==> src/rtl/mih_pkg.sv <==
// types, codes and constants shared by the motion idle hold timer
package mih_pkg;

  localparam int unsigned NumAxes      = 2;
  localparam int unsigned TickW        = 32;
  localparam int unsigned DelayW       = 16;
  localparam logic [DelayW-1:0] HoldDelayRst = 16'd250;

  typedef enum logic [1:0] {
    FUNC_POLL    = 2'd0,
    FUNC_SERVICE = 2'd1,
    FUNC_BEGIN   = 2'd2,
    FUNC_TAKE    = 2'd3
  } func_e;

  typedef struct packed {
    func_e                    func;
    logic [TickW-1:0]         now_ms;
    logic [NumAxes-1:0]       running;
    logic [NumAxes-1:0]       idle;
  } item_t;

  typedef struct packed {
    logic [NumAxes-1:0]       hold_current;
    logic                     motion_finished;
    logic                     any_running;
    logic [TickW-1:0]         last_runtime_ms;
  } res_t;

endpackage

==> src/rtl/mih_if.sv <==
// handshake channel interfaces for the motion idle hold timer
interface mih_in_if;
  logic        valid;
  logic        ready;
  logic [1:0]  func;
  logic [31:0] now_ms;
  logic        running_x;
  logic        running_y;
  logic        idle_x;
  logic        idle_y;

  modport source (output valid, func, now_ms, running_x, running_y, idle_x, idle_y,
                  input ready);
  modport sink   (input valid, func, now_ms, running_x, running_y, idle_x, idle_y,
                  output ready);
endinterface

interface mih_out_if;
  logic        valid;
  logic        ready;
  logic        hold_current_x;
  logic        hold_current_y;
  logic        motion_finished;
  logic        any_running;
  logic [31:0] last_runtime_ms;

  modport source (output valid, hold_current_x, hold_current_y, motion_finished,
                  any_running, last_runtime_ms, input ready);
  modport sink   (input valid, hold_current_x, hold_current_y, motion_finished,
                  any_running, last_runtime_ms, output ready);
endinterface

interface mih_cfg_if;
  logic        valid;
  logic        ready;
  logic [15:0] data;

  modport source (output valid, data, input ready);
  modport sink   (input valid, data, output ready);
endinterface

==> src/rtl/mih_step.sv <==
// per-word state update: edge detection, hold deadlines, runtime and done flag
module mih_step
  import mih_pkg::*;
(
  input  logic              clk_i,
  input  logic              rst_ni,
  input  logic              fire_i,
  input  item_t             item_i,
  input  logic [DelayW-1:0] hold_delay_i,
  output res_t              res_o
);

  logic [NumAxes-1:0] prev_run_q, prev_run_d;
  logic [NumAxes-1:0] armed_q, armed_d;
  logic [TickW-1:0]   deadline_q [NumAxes];
  logic [TickW-1:0]   deadline_d [NumAxes];
  logic               prev_any_q, prev_any_d;
  logic [TickW-1:0]   start_q, start_d;
  logic [TickW-1:0]   latched_q, latched_d;
  logic               rt_armed_q, rt_armed_d;
  logic               done_q, done_d;

  logic               any_run;
  logic [NumAxes-1:0] pulse;
  logic [TickW-1:0]   diff [NumAxes];
  logic               finished;

  assign any_run = |item_i.running;

  always_comb begin
    prev_run_d = prev_run_q;
    armed_d    = armed_q;
    deadline_d = deadline_q;
    prev_any_d = prev_any_q;
    start_d    = start_q;
    latched_d  = latched_q;
    rt_armed_d = rt_armed_q;
    done_d     = done_q;
    pulse      = '0;
    finished   = 1'b0;
    for (int ax = 0; ax < NumAxes; ax++) begin
      diff[ax] = item_i.now_ms - deadline_q[ax];
    end
    unique case (item_i.func)
      FUNC_POLL: begin
        for (int ax = 0; ax < NumAxes; ax++) begin
          if (prev_run_q[ax] && !item_i.running[ax]) begin
            armed_d[ax]    = 1'b1;
            deadline_d[ax] = item_i.now_ms + {{(TickW-DelayW){1'b0}}, hold_delay_i};
          end
          if (!prev_run_q[ax] && item_i.running[ax]) begin
            armed_d[ax] = 1'b0;
          end
        end
        prev_run_d = item_i.running;
        if (prev_any_q && !any_run) begin
          if (rt_armed_q) begin
            latched_d  = item_i.now_ms - start_q;
            rt_armed_d = 1'b0;
          end
          done_d = 1'b1;
        end
        prev_any_d = any_run;
      end
      FUNC_SERVICE: begin
        // deadline reached when the wrapped difference is not negative
        for (int ax = 0; ax < NumAxes; ax++) begin
          if (armed_q[ax] && !diff[ax][TickW-1]) begin
            pulse[ax]   = item_i.idle[ax];
            armed_d[ax] = 1'b0;
          end
        end
      end
      FUNC_BEGIN: begin
        latched_d  = '0;
        start_d    = item_i.now_ms;
        rt_armed_d = 1'b1;
      end
      FUNC_TAKE: begin
        finished = done_q;
        done_d   = 1'b0;
      end
    endcase
  end

  assign res_o.hold_current    = pulse;
  assign res_o.motion_finished = finished;
  assign res_o.any_running     = any_run;
  assign res_o.last_runtime_ms = latched_d;

  always_ff @(posedge clk_i or negedge rst_ni) begin
    if (!rst_ni) begin
      prev_run_q <= '0;
      armed_q    <= '0;
      prev_any_q <= 1'b0;
      start_q    <= '0;
      latched_q  <= '0;
      rt_armed_q <= 1'b0;
      done_q     <= 1'b0;
      for (int ax = 0; ax < NumAxes; ax++) begin
        deadline_q[ax] <= '0;
      end
    end else if (fire_i) begin
      prev_run_q <= prev_run_d;
      armed_q    <= armed_d;
      prev_any_q <= prev_any_d;
      start_q    <= start_d;
      latched_q  <= latched_d;
      rt_armed_q <= rt_armed_d;
      done_q     <= done_d;
      deadline_q <= deadline_d;
    end
  end

`ifndef SYNTHESIS
  a_take_clears_done: assert property (@(posedge clk_i) disable iff (!rst_ni)
    fire_i && item_i.func == FUNC_TAKE |=> !done_q)
    else $error("done flag not cleared by take word");

  a_pulse_disarms: assert property (@(posedge clk_i) disable iff (!rst_ni)
    fire_i && pulse[0] |=> !armed_q[0])
    else $error("axis x still armed after hold pulse");

  a_end_sets_done: assert property (@(posedge clk_i) disable iff (!rst_ni)
    fire_i && item_i.func == FUNC_POLL && prev_any_q && !any_run |=> done_q)
    else $error("motion end did not set done flag");

  a_pulse_only_service: assert property (@(posedge clk_i) disable iff (!rst_ni)
    fire_i && item_i.func != FUNC_SERVICE |-> pulse == '0)
    else $error("hold pulse outside service word");
`endif

endmodule

==> src/rtl/motion_idle_hold_timer_core.sv <==
// top level of the motion idle hold timer: input register, step logic, result register
//
//   channel | dir | fields
//   in_i    | in  | func, now_ms, running_x, running_y, idle_x, idle_y
//   out_o   | out | hold_current_x, hold_current_y, motion_finished, any_running,
//           |     | last_runtime_ms
//   cfg_i   | in  | data (hold_delay_ms)
//
// one word per cycle sustained while results are taken
// the state update happens as a word moves from the input register to the result register
// a stalled result register stops that move, the input register then fills and ready drops
// reset clears all state, hold delay returns to 250 ms; cfg_i is always ready
module motion_idle_hold_timer_core
  import mih_pkg::*;
(
  input  logic clk_i,
  input  logic rst_ni,
  mih_in_if.sink    in_i,
  mih_out_if.source out_o,
  mih_cfg_if.sink   cfg_i
);

  logic              in_vld_q;
  item_t             in_q;
  logic              out_vld_q;
  res_t              out_q;
  logic [DelayW-1:0] hold_delay_q;
  logic              adv;
  logic              in_fire;
  res_t              res;

  assign adv        = in_vld_q && (!out_vld_q || out_o.ready);
  assign in_i.ready = !in_vld_q || adv;
  assign in_fire    = in_i.valid && in_i.ready;
  assign cfg_i.ready = 1'b1;

  always_ff @(posedge clk_i or negedge rst_ni) begin
    if (!rst_ni) begin
      in_vld_q     <= 1'b0;
      out_vld_q    <= 1'b0;
      hold_delay_q <= HoldDelayRst;
    end else begin
      if (in_i.ready) begin
        in_vld_q <= in_i.valid;
      end
      if (adv) begin
        out_vld_q <= 1'b1;
      end else if (out_o.ready) begin
        out_vld_q <= 1'b0;
      end
      if (cfg_i.valid) begin
        hold_delay_q <= cfg_i.data;
      end
    end
  end

  always_ff @(posedge clk_i) begin
    if (in_fire) begin
      in_q.func    <= func_e'(in_i.func);
      in_q.now_ms  <= in_i.now_ms;
      in_q.running <= {in_i.running_y, in_i.running_x};
      in_q.idle    <= {in_i.idle_y, in_i.idle_x};
    end
    if (adv) begin
      out_q <= res;
    end
  end

  mih_step u_step (
    .clk_i        (clk_i),
    .rst_ni       (rst_ni),
    .fire_i       (adv),
    .item_i       (in_q),
    .hold_delay_i (hold_delay_q),
    .res_o        (res)
  );

  assign out_o.valid           = out_vld_q;
  assign out_o.hold_current_x  = out_q.hold_current[0];
  assign out_o.hold_current_y  = out_q.hold_current[1];
  assign out_o.motion_finished = out_q.motion_finished;
  assign out_o.any_running     = out_q.any_running;
  assign out_o.last_runtime_ms = out_q.last_runtime_ms;

`ifndef SYNTHESIS
  a_ready_means_room: assert property (@(posedge clk_i) disable iff (!rst_ni)
    !in_i.ready |-> in_vld_q && out_vld_q && !out_o.ready)
    else $error("input stalled without a blocked result");

  a_result_kept: assert property (@(posedge clk_i) disable iff (!rst_ni)
    out_vld_q && !out_o.ready |=> out_vld_q)
    else $error("result lost while stalled");

  a_adv_fills_out: assert property (@(posedge clk_i) disable iff (!rst_ni)
    adv |=> out_vld_q)
    else $error("advanced word did not reach result register");

  a_result_exclusive: assert property (@(posedge clk_i) disable iff (!rst_ni)
    out_vld_q |-> !(out_q.motion_finished && (out_q.hold_current != '0)))
    else $error("take and service results mixed");
`endif

endmodule

==> src/flat_wrapper.sv <==
// flat-port wrapper written by rule: the top's interface ports become plain ports
module motion_idle_hold_timer_core_flat import mih_pkg::*;
  (clk_i, rst_ni, in_i_valid, in_i_func, in_i_now_ms, in_i_running_x, in_i_running_y, in_i_idle_x, in_i_idle_y, in_i_ready, out_o_valid, out_o_hold_current_x, out_o_hold_current_y, out_o_motion_finished, out_o_any_running, out_o_last_runtime_ms, out_o_ready, cfg_i_valid, cfg_i_data, cfg_i_ready);
  mih_in_if in_i_i ();
  mih_out_if out_o_i ();
  mih_cfg_if cfg_i_i ();
  input  logic clk_i;
  input  logic rst_ni;
  input wire logic [$bits(in_i_i.valid)-1:0] in_i_valid;
  input wire logic [$bits(in_i_i.func)-1:0] in_i_func;
  input wire logic [$bits(in_i_i.now_ms)-1:0] in_i_now_ms;
  input wire logic [$bits(in_i_i.running_x)-1:0] in_i_running_x;
  input wire logic [$bits(in_i_i.running_y)-1:0] in_i_running_y;
  input wire logic [$bits(in_i_i.idle_x)-1:0] in_i_idle_x;
  input wire logic [$bits(in_i_i.idle_y)-1:0] in_i_idle_y;
  output wire logic [$bits(in_i_i.ready)-1:0] in_i_ready;
  output wire logic [$bits(out_o_i.valid)-1:0] out_o_valid;
  output wire logic [$bits(out_o_i.hold_current_x)-1:0] out_o_hold_current_x;
  output wire logic [$bits(out_o_i.hold_current_y)-1:0] out_o_hold_current_y;
  output wire logic [$bits(out_o_i.motion_finished)-1:0] out_o_motion_finished;
  output wire logic [$bits(out_o_i.any_running)-1:0] out_o_any_running;
  output wire logic [$bits(out_o_i.last_runtime_ms)-1:0] out_o_last_runtime_ms;
  input wire logic [$bits(out_o_i.ready)-1:0] out_o_ready;
  input wire logic [$bits(cfg_i_i.valid)-1:0] cfg_i_valid;
  input wire logic [$bits(cfg_i_i.data)-1:0] cfg_i_data;
  output wire logic [$bits(cfg_i_i.ready)-1:0] cfg_i_ready;
  assign in_i_i.valid = in_i_valid;
  assign in_i_i.func = in_i_func;
  assign in_i_i.now_ms = in_i_now_ms;
  assign in_i_i.running_x = in_i_running_x;
  assign in_i_i.running_y = in_i_running_y;
  assign in_i_i.idle_x = in_i_idle_x;
  assign in_i_i.idle_y = in_i_idle_y;
  assign in_i_ready = in_i_i.ready;
  assign out_o_valid = out_o_i.valid;
  assign out_o_hold_current_x = out_o_i.hold_current_x;
  assign out_o_hold_current_y = out_o_i.hold_current_y;
  assign out_o_motion_finished = out_o_i.motion_finished;
  assign out_o_any_running = out_o_i.any_running;
  assign out_o_last_runtime_ms = out_o_i.last_runtime_ms;
  assign out_o_i.ready = out_o_ready;
  assign cfg_i_i.valid = cfg_i_valid;
  assign cfg_i_i.data = cfg_i_data;
  assign cfg_i_ready = cfg_i_i.ready;
  motion_idle_hold_timer_core u_core (.clk_i(clk_i), .rst_ni(rst_ni), .in_i(in_i_i), .out_o(out_o_i), .cfg_i(cfg_i_i));
endmodule
==> config.mk <==
export PLATFORM = sky130hd
export DESIGN_NAME = motion_idle_hold_timer_core_flat
export DESIGN_NICKNAME = d
export VERILOG_FILES = /design/src/rtl/mih_pkg.sv /design/src/rtl/mih_if.sv /design/src/rtl/mih_step.sv /design/src/rtl/motion_idle_hold_timer_core.sv /design/src/flat_wrapper.sv
export SDC_FILE = /design/constraint.sdc
export NUM_CORES = 1
export LEC_CHECK = 0
export BUFFER_PORTS_ARGS = -buffer_cell sky130_fd_sc_hd__buf_2
export CAP_MARGIN = 5
export CORE_ASPECT_RATIO = 0.9
export CORE_UTILIZATION = 45
export CTS_CLUSTER_DIAMETER = 80
export CTS_CLUSTER_SIZE = 24
export DETAILED_ROUTE_END_ITERATION = 16
export PLACE_DENSITY_LB_ADDON = 0.05
export SYNTH_ARGS = -nofsm -noshare
export SYNTH_HDL_FRONTEND = slang
export SYNTH_SLANG_ARGS = --single-unit
==> constraint.sdc <==
create_clock -name clk_i -period 3.85 [get_ports clk_i]
set_input_delay 0.385 -clock clk_i [delete_from_list [all_inputs] [get_ports clk_i]]
set_output_delay 0.385 -clock clk_i [all_outputs]
set_load 0.005 [all_outputs]
* After elaboration in Yosys (flattened, before gate mapping)
Index checks and enable logic that the tools add are counted. Widths: inputs -> output; s select.
Storage, ports and cells: register bits 227, input bits 59, logic and storage cells 86, output and inout port bits 39
Operators by class: mux-type cells 16, add/subtract/negate cells 4, reduce and logical (&&, ||, !) cells 36, equality and inequality tests 8
Operators by type and width (number):
- $sub 32x32->32 | 3
- $mux 32 | 2
- $pmux 32 s2 | 1
- $add 32x16->32 | 1
- $reduce_and 3->1 | 4
- $mux 1 | 10
- $logic_and 1x1->1 | 9
- $logic_not 1->1 | 9
- $reduce_and 2->1 | 4
- $reduce_and 4->1 | 2
- $reduce_bool 2->1 | 4
- $ne 2x2->1 const B | 3
- $ne 3x3->1 const B | 2
- $eq 2x2->1 const B | 2
- $pmux 1 s2 | 2
- $pmux 2 s2 | 1
- $eq 2x1->1 const B | 1
- $logic_not 2->1 | 1
- $logic_or 1x1->1 | 2
- $reduce_or 2->1 | 1

* Longest topological paths before layout
depth in word-level cells 5, gate-level depth with buffers 11, depth with buffers taken out 11

* By module
Synthesis repeated with hierarchy kept, for this count alone.
Unflattened totals: cell total of the unflattened synthesis 1365, area total of the unflattened synthesis 13470.4 sq um
By module, submodules not included:
- mih_step | instances 1, area an instance 10491.3 sq um, cells an instance 1247
- motion_idle_hold_timer_core | instances 1, area an instance 2979.1 sq um, cells an instance 118

* Least setup slack after synthesis
OpenSTA, ideal clock, no wires.
kind register to register, start point register u_core.in_q[4] (netlist name), end point register u_core.out_q (netlist bit u_core.out_o.last_runtime_ms[24]) (data pin), required time 3594 ps, setup time 256 ps, stages on the path, launching flop included 12, path slack 1189 ps, data arrival time 2405 ps, cell sequence edfxtp_1 -> inv_1 -> ha_1 -> fa_1 -> nand2b_1 -> a21oi_1 -> o21a_1 -> nor2_1 -> o31a_1 -> o31ai_1 -> xor2_1 -> a22o_1
RTL lines:
- start, declared | line motion_idle_hold_timer_core.sv:24 | item_t in_q;
- end signal, assigned | line motion_idle_hold_timer_core.sv:65 | out_q <= res;
- end, declared | line motion_idle_hold_timer_core.sv:26 | res_t out_q;

* Final worst setup path
start point register u_core.in_q[4] (netlist name), end point register u_core.u_step.deadline_q[30] (netlist name)
On the way: cells in the longest elaborated chain, start to end 1
Ends and longest elaborated chain:
- $add 32x16->32 | line mih_step.sv:49 | deadline_d[ax] = item_i.now_ms + {{(TickW-DelayW){1'b0}}, hold_delay_i};
- end signal, assigned | line mih_step.sv:111 | deadline_q <= deadline_d;
- end, declared | line mih_step.sv:15 | logic [TickW-1:0] deadline_q [NumAxes];
Every way passes these cells. A chain may end at the register's enable or synchronous reset.

==> results summary <==
The final antenna-violating net count is 0. The number of placement rows is 58. The floorplan die area is 0.02928 mm2. The sequential cell area fraction in the yosys report came out at 47.07%. For this design the ratio of total power to cell area is 565.6 mW/mm2. The number of I/O pins is 98. The slew of the pin with the lowest slew margin came out at 1044 ps. After clock tree synthesis, the repair step resized 0 gates. Based on the critical path, the design can be clocked at up to 329.5 MHz. The die is approximately 180 um wide. The number of clock buffers inserted by TritonCTS is 15. The overall fraction of global-route tracks in use came out at between 10% and 20%.

The clock latency on the worst-skew pair came out at 490 ps. For this run, design rule violations remaining after detail routing come to 0. The count of yosys warnings during synthesis is 0. The post-detailed-route via-to-cell ratio came out at 5.383. The tool flagged a number of max-cap violations equal to 0. The initial antenna violation count is 0. Yosys attributes the largest share of cell area to sky130_fd_sc_hd__dfrtp_1 29%, sky130_fd_sc_hd__edfxtp_1 17%, sky130_fd_sc_hd__ha_1 11%. The worst hold path class is input pin to flip-flop. In the finished design, the share of the clock period the worst path needs comes to 78.83%. The largest net degree at the start of global routing is 82. The global-route wire length before repair is 46.31 mm. Setup repair after global routing left no endpoint under its margin. Counting stages on the worst path, the most repeated cell is sky130_fd_sc_hd__o21a_1. Traced cell by cell, the critical path runs through ha_1 > inv_1 > fa_1 > nor2b_1 > o21a_1 > o21ai_1 > a211oi_1 > o21a_1 > o211ai_1 > xnor2_1 > mux2_2. Measured against its own limit, the worst slew margin works out to 30.37%. The chip height is 162.4 um. The number of cells on the worst hold path is 1. The final-report hold violation count is 0. Summed over all instances, the cell type with the most area after synthesis is sky130_fd_sc_hd__dfrtp_1. In this run the static leakage power is 0.006470 uW. The count of cell types in the netlist is 76.

The worst setup path is launched from a flip-flop. The async set-reset flop share out of synthesis came out at about two thirds. The gate family responsible for the most delay along the worst path is compound AO/OA/AOI/OAI gates. Cells with a size suffix above 1 make up ~18% of the layout. The TritonCTS clock tree is done. The global route total overflow is 0. The type of the worst setup path is flip-flop to flip-flop. The starting density of the core came out at around 46%. Summed over all layers, the routed wires come to roughly 28 mm. After the first detailed-routing iteration, the DRC count stood at 620. Detailed placement ended at an HPWL of 20.54 mm.

The buffer depth of the longest clock path came out at 3. The count of cells along the worst register-to-register path is 11. The max-slew violation total from the final report came out at 0.

The clock transition at the registers of the reported paths came out at approximately 100 ps. The final-layout setup total negative slack is 0 ps. STA classifies the critical path endpoint as a flip-flop. In this run the mean area of a mapped cell was 10.60 um2. Dividing the detail-routed wire length by the instance count gives 16.97 um. The tree is rooted in a sky130_fd_sc_hd__clkbuf_16. The critical-path maximum fanout came out at 8. Yosys mapped a number of flops with a built-in enable equal to 74. STA puts the critical path data required time at 4240 ps. The number of sinks handled by clock tree synthesis came out at 227. The total via count in the routed design came out at 8,989. The length of the first detailed-routing pass in iterations is 4. The arrival time of the worst setup path came out at 3420 ps. The area of the placeable core is 0.02801 mm2. The critical path runs through a total of 11 cells. Across the routed clock network, the largest skew measured is 17.34 ps. The synthesized area came out at 0.01287 mm2.

At the end of routability-driven placement, the weighted congestion stood at 0.8175. The net count after synthesis came out at 1,387. The number of endpoints failing setup at the final stage came out at 0. The number of global-route vias before repair came out at 8,608. The number of storage elements in the synthesis netlist is 227.

The worst path in the final design needs a cycle of 3035 ps, including I/O delays and setup. On the worst path, the slowest cell contributes a delay of 450 ps. Synthesis handed over a netlist of 1,214 instances. The worst supply voltage drop on vdd is 0.3925 mV. In the final design database the tool counted 1,474 nets. The buffer and inverter count on the worst path is 1.

The flip-flop cell with the highest count after synthesis is sky130_fd_sc_hd__dfrtp_1. The slowest library cell on the worst path is sky130_fd_sc_hd__a211oi_1. The area share of the leading cell type in the synthesized netlist came out at 28.58%.

The final hold slack came out at 60.38 ps. The number of buffers inserted by port buffering came out at 96. The deepest level of the CTS H-tree is 1. The signed area change from the synthesized netlist to the final layout came out at 10.63%. The overall power came out at 8054 uW. The flow ran to the end, and the final reports show no timing, DRC or antenna violations.
## worst paths after layout
check / startpoint / endpoint / slack, ps
setup / recovery: u_core.in_q[4]$_DFFE_PP_ / u_core.u_step.deadline_q[30]$_DFFE_PN0P_ / 810
setup reg to reg: u_core.in_q[4]$_DFFE_PP_ / u_core.u_step.deadline_q[30]$_DFFE_PN0P_ / 810
min in group asynchronous: rst_ni / u_core.u_step.latched_q[27]$_DFFE_PN0P_ / 460
max in group asynchronous: rst_ni / u_core.hold_delay_q[5]$_DFFE_PN1P_ / 2440
hold / removal: in_i_now_ms[23] / u_core.in_q[27]$_DFFE_PP_ / 60
hold reg to reg: u_core.u_step.deadline_q[24]$_DFFE_PN0P_ / u_core.u_step.deadline_q[24]$_DFFE_PN0P_ / 490
## worst reg2reg max path, delay by kind of cell, from the launching register on
kind	cells	cell delay [ps]
adder cells (fa/ha/maj)	2	600
multiplexers	1	280
AND/OR/NAND/NOR	1	130
flip-flops	1	420
buffers and inverters	1	60
AO/OA/AOI/OAI	5	1270
XOR/XNOR	1	180
## synth_stat cells (30+ instances only)
cell and number:
sky130_fd_sc_hd__dfrtp_1 147, sky130_fd_sc_hd__ha_1 112, sky130_fd_sc_hd__nand2_1 112, sky130_fd_sc_hd__inv_1 107, sky130_fd_sc_hd__o21ai_0 100, sky130_fd_sc_hd__edfxtp_1 74
sky130_fd_sc_hd__mux2_2 71, sky130_fd_sc_hd__a21oi_1 68, sky130_fd_sc_hd__a21o_1 45, sky130_fd_sc_hd__nor2_1 40, sky130_fd_sc_hd__xnor2_1 39, sky130_fd_sc_hd__a22o_1 30
## flip-flops by register name, summed over array words and instances (netlist names), 2 cells and up
register / cells
u_core.out_o.last_runtime_ms: 32
u_core.u_step.prev_run_q: 2
u_core.hold_delay_q: 16
u_core.u_step.armed_q: 2
u_core.in_q: 38
u_core.u_step.start_q: 32
u_core.u_step.latched_q: 32
u_core.u_step.deadline_q: 64
## placed cells by master (no fill, tap or decap), types with 4 or more instances in the layout
| master | synthesis | routed |
|---|---|---|
| sky130_fd_sc_hd__dfrtp_1 | 147 | 147 |
| sky130_fd_sc_hd__nand2_1 | 112 | 112 |
| sky130_fd_sc_hd__ha_1 | 112 | 112 |
| sky130_fd_sc_hd__inv_1 | 107 | 107 |
| sky130_fd_sc_hd__o21ai_0 | 100 | 100 |
| sky130_fd_sc_hd__buf_2 | 6 | 95 |
| sky130_fd_sc_hd__edfxtp_1 | 74 | 74 |
| sky130_fd_sc_hd__mux2_2 | 71 | 71 |
| sky130_fd_sc_hd__a21oi_1 | 68 | 68 |
| sky130_fd_sc_hd__a21o_1 | 45 | 45 |
| sky130_fd_sc_hd__nor2_1 | 40 | 40 |
| sky130_fd_sc_hd__xnor2_1 | 39 | 39 |
| sky130_fd_sc_hd__a22o_1 | 30 | 30 |
| sky130_fd_sc_hd__nand4_1 | 21 | 21 |
| sky130_fd_sc_hd__xor2_1 | 19 | 19 |
| sky130_fd_sc_hd__a22oi_1 | 17 | 17 |
| sky130_fd_sc_hd__clkbuf_16 | 0 | 16 |
| sky130_fd_sc_hd__buf_4 | 2 | 14 |
| sky130_fd_sc_hd__nand2b_1 | 13 | 13 |
| sky130_fd_sc_hd__o21a_1 | 11 | 11 |
| sky130_fd_sc_hd__nor3_1 | 11 | 11 |
| sky130_fd_sc_hd__and3_1 | 10 | 10 |
| sky130_fd_sc_hd__a31oi_1 | 10 | 10 |
| sky130_fd_sc_hd__nand3_1 | 8 | 8 |
| sky130_fd_sc_hd__o211ai_1 | 8 | 8 |
| sky130_fd_sc_hd__a211oi_1 | 8 | 8 |
| sky130_fd_sc_hd__nor2b_1 | 7 | 7 |
| sky130_fd_sc_hd__dfstp_2 | 6 | 6 |
| sky130_fd_sc_hd__or2_2 | 5 | 5 |
| sky130_fd_sc_hd__or3_1 | 4 | 4 |
## routing by layer
layer | global-route usage (%) | wire (um)
met4 | 3.535 | 442
met5 | 0 | 0
met3 | 1.990 | 877
met2 | 30.11 | 12020
met1 | 30.30 | 14990
## cell type report
class	count	area, um2
sequential	227	6058
timing repair buffer	112	621.8
antenna	1	2.502
clock inverter	7	88.84
fill	2545	13770
multi-input combinational	838	6208
clock buffer	18	407.9
tap	360	450.4
inverter	107	401.6
## per-stage QoR
step	std cells	worst slack, ps	util [%]	cell area, um2
after floorplan	1214	1189	-	12870
after global placement	1643	860.0	49.02	13730
after detailed placement	1643	823.5	49.02	13730
after CTS	1669	790.5	50.83	14240
after global routing	1669	615.8	50.83	14240
final	1670	815.0	50.84	14240
## power by group
group	switching, uW	total [uW]	leakage [uW]	internal, uW
sequential	333	3420	0.00260	3090
clock	875	1730	0.000241	856
combinational	1590	2900	0.00363	1300
total	2800	8050	0.00647	5250
## cells by family after synthesis
kind of cell	share of synthesized area [%]
flops	47.07
other cells	0.02914
mux	6.212
xor+xnor	3.947
buf+inv	4.705
fa+ha+maj	11.20
compound gates	17.49
simple gates	9.352
## repair_timing
item | CTS | global route
endpoints found under the hold margin | 71 | 0
hold buffers | 1 | 0
buffers inserted | 0 | 0
Power figures use the tool's default switching activity.
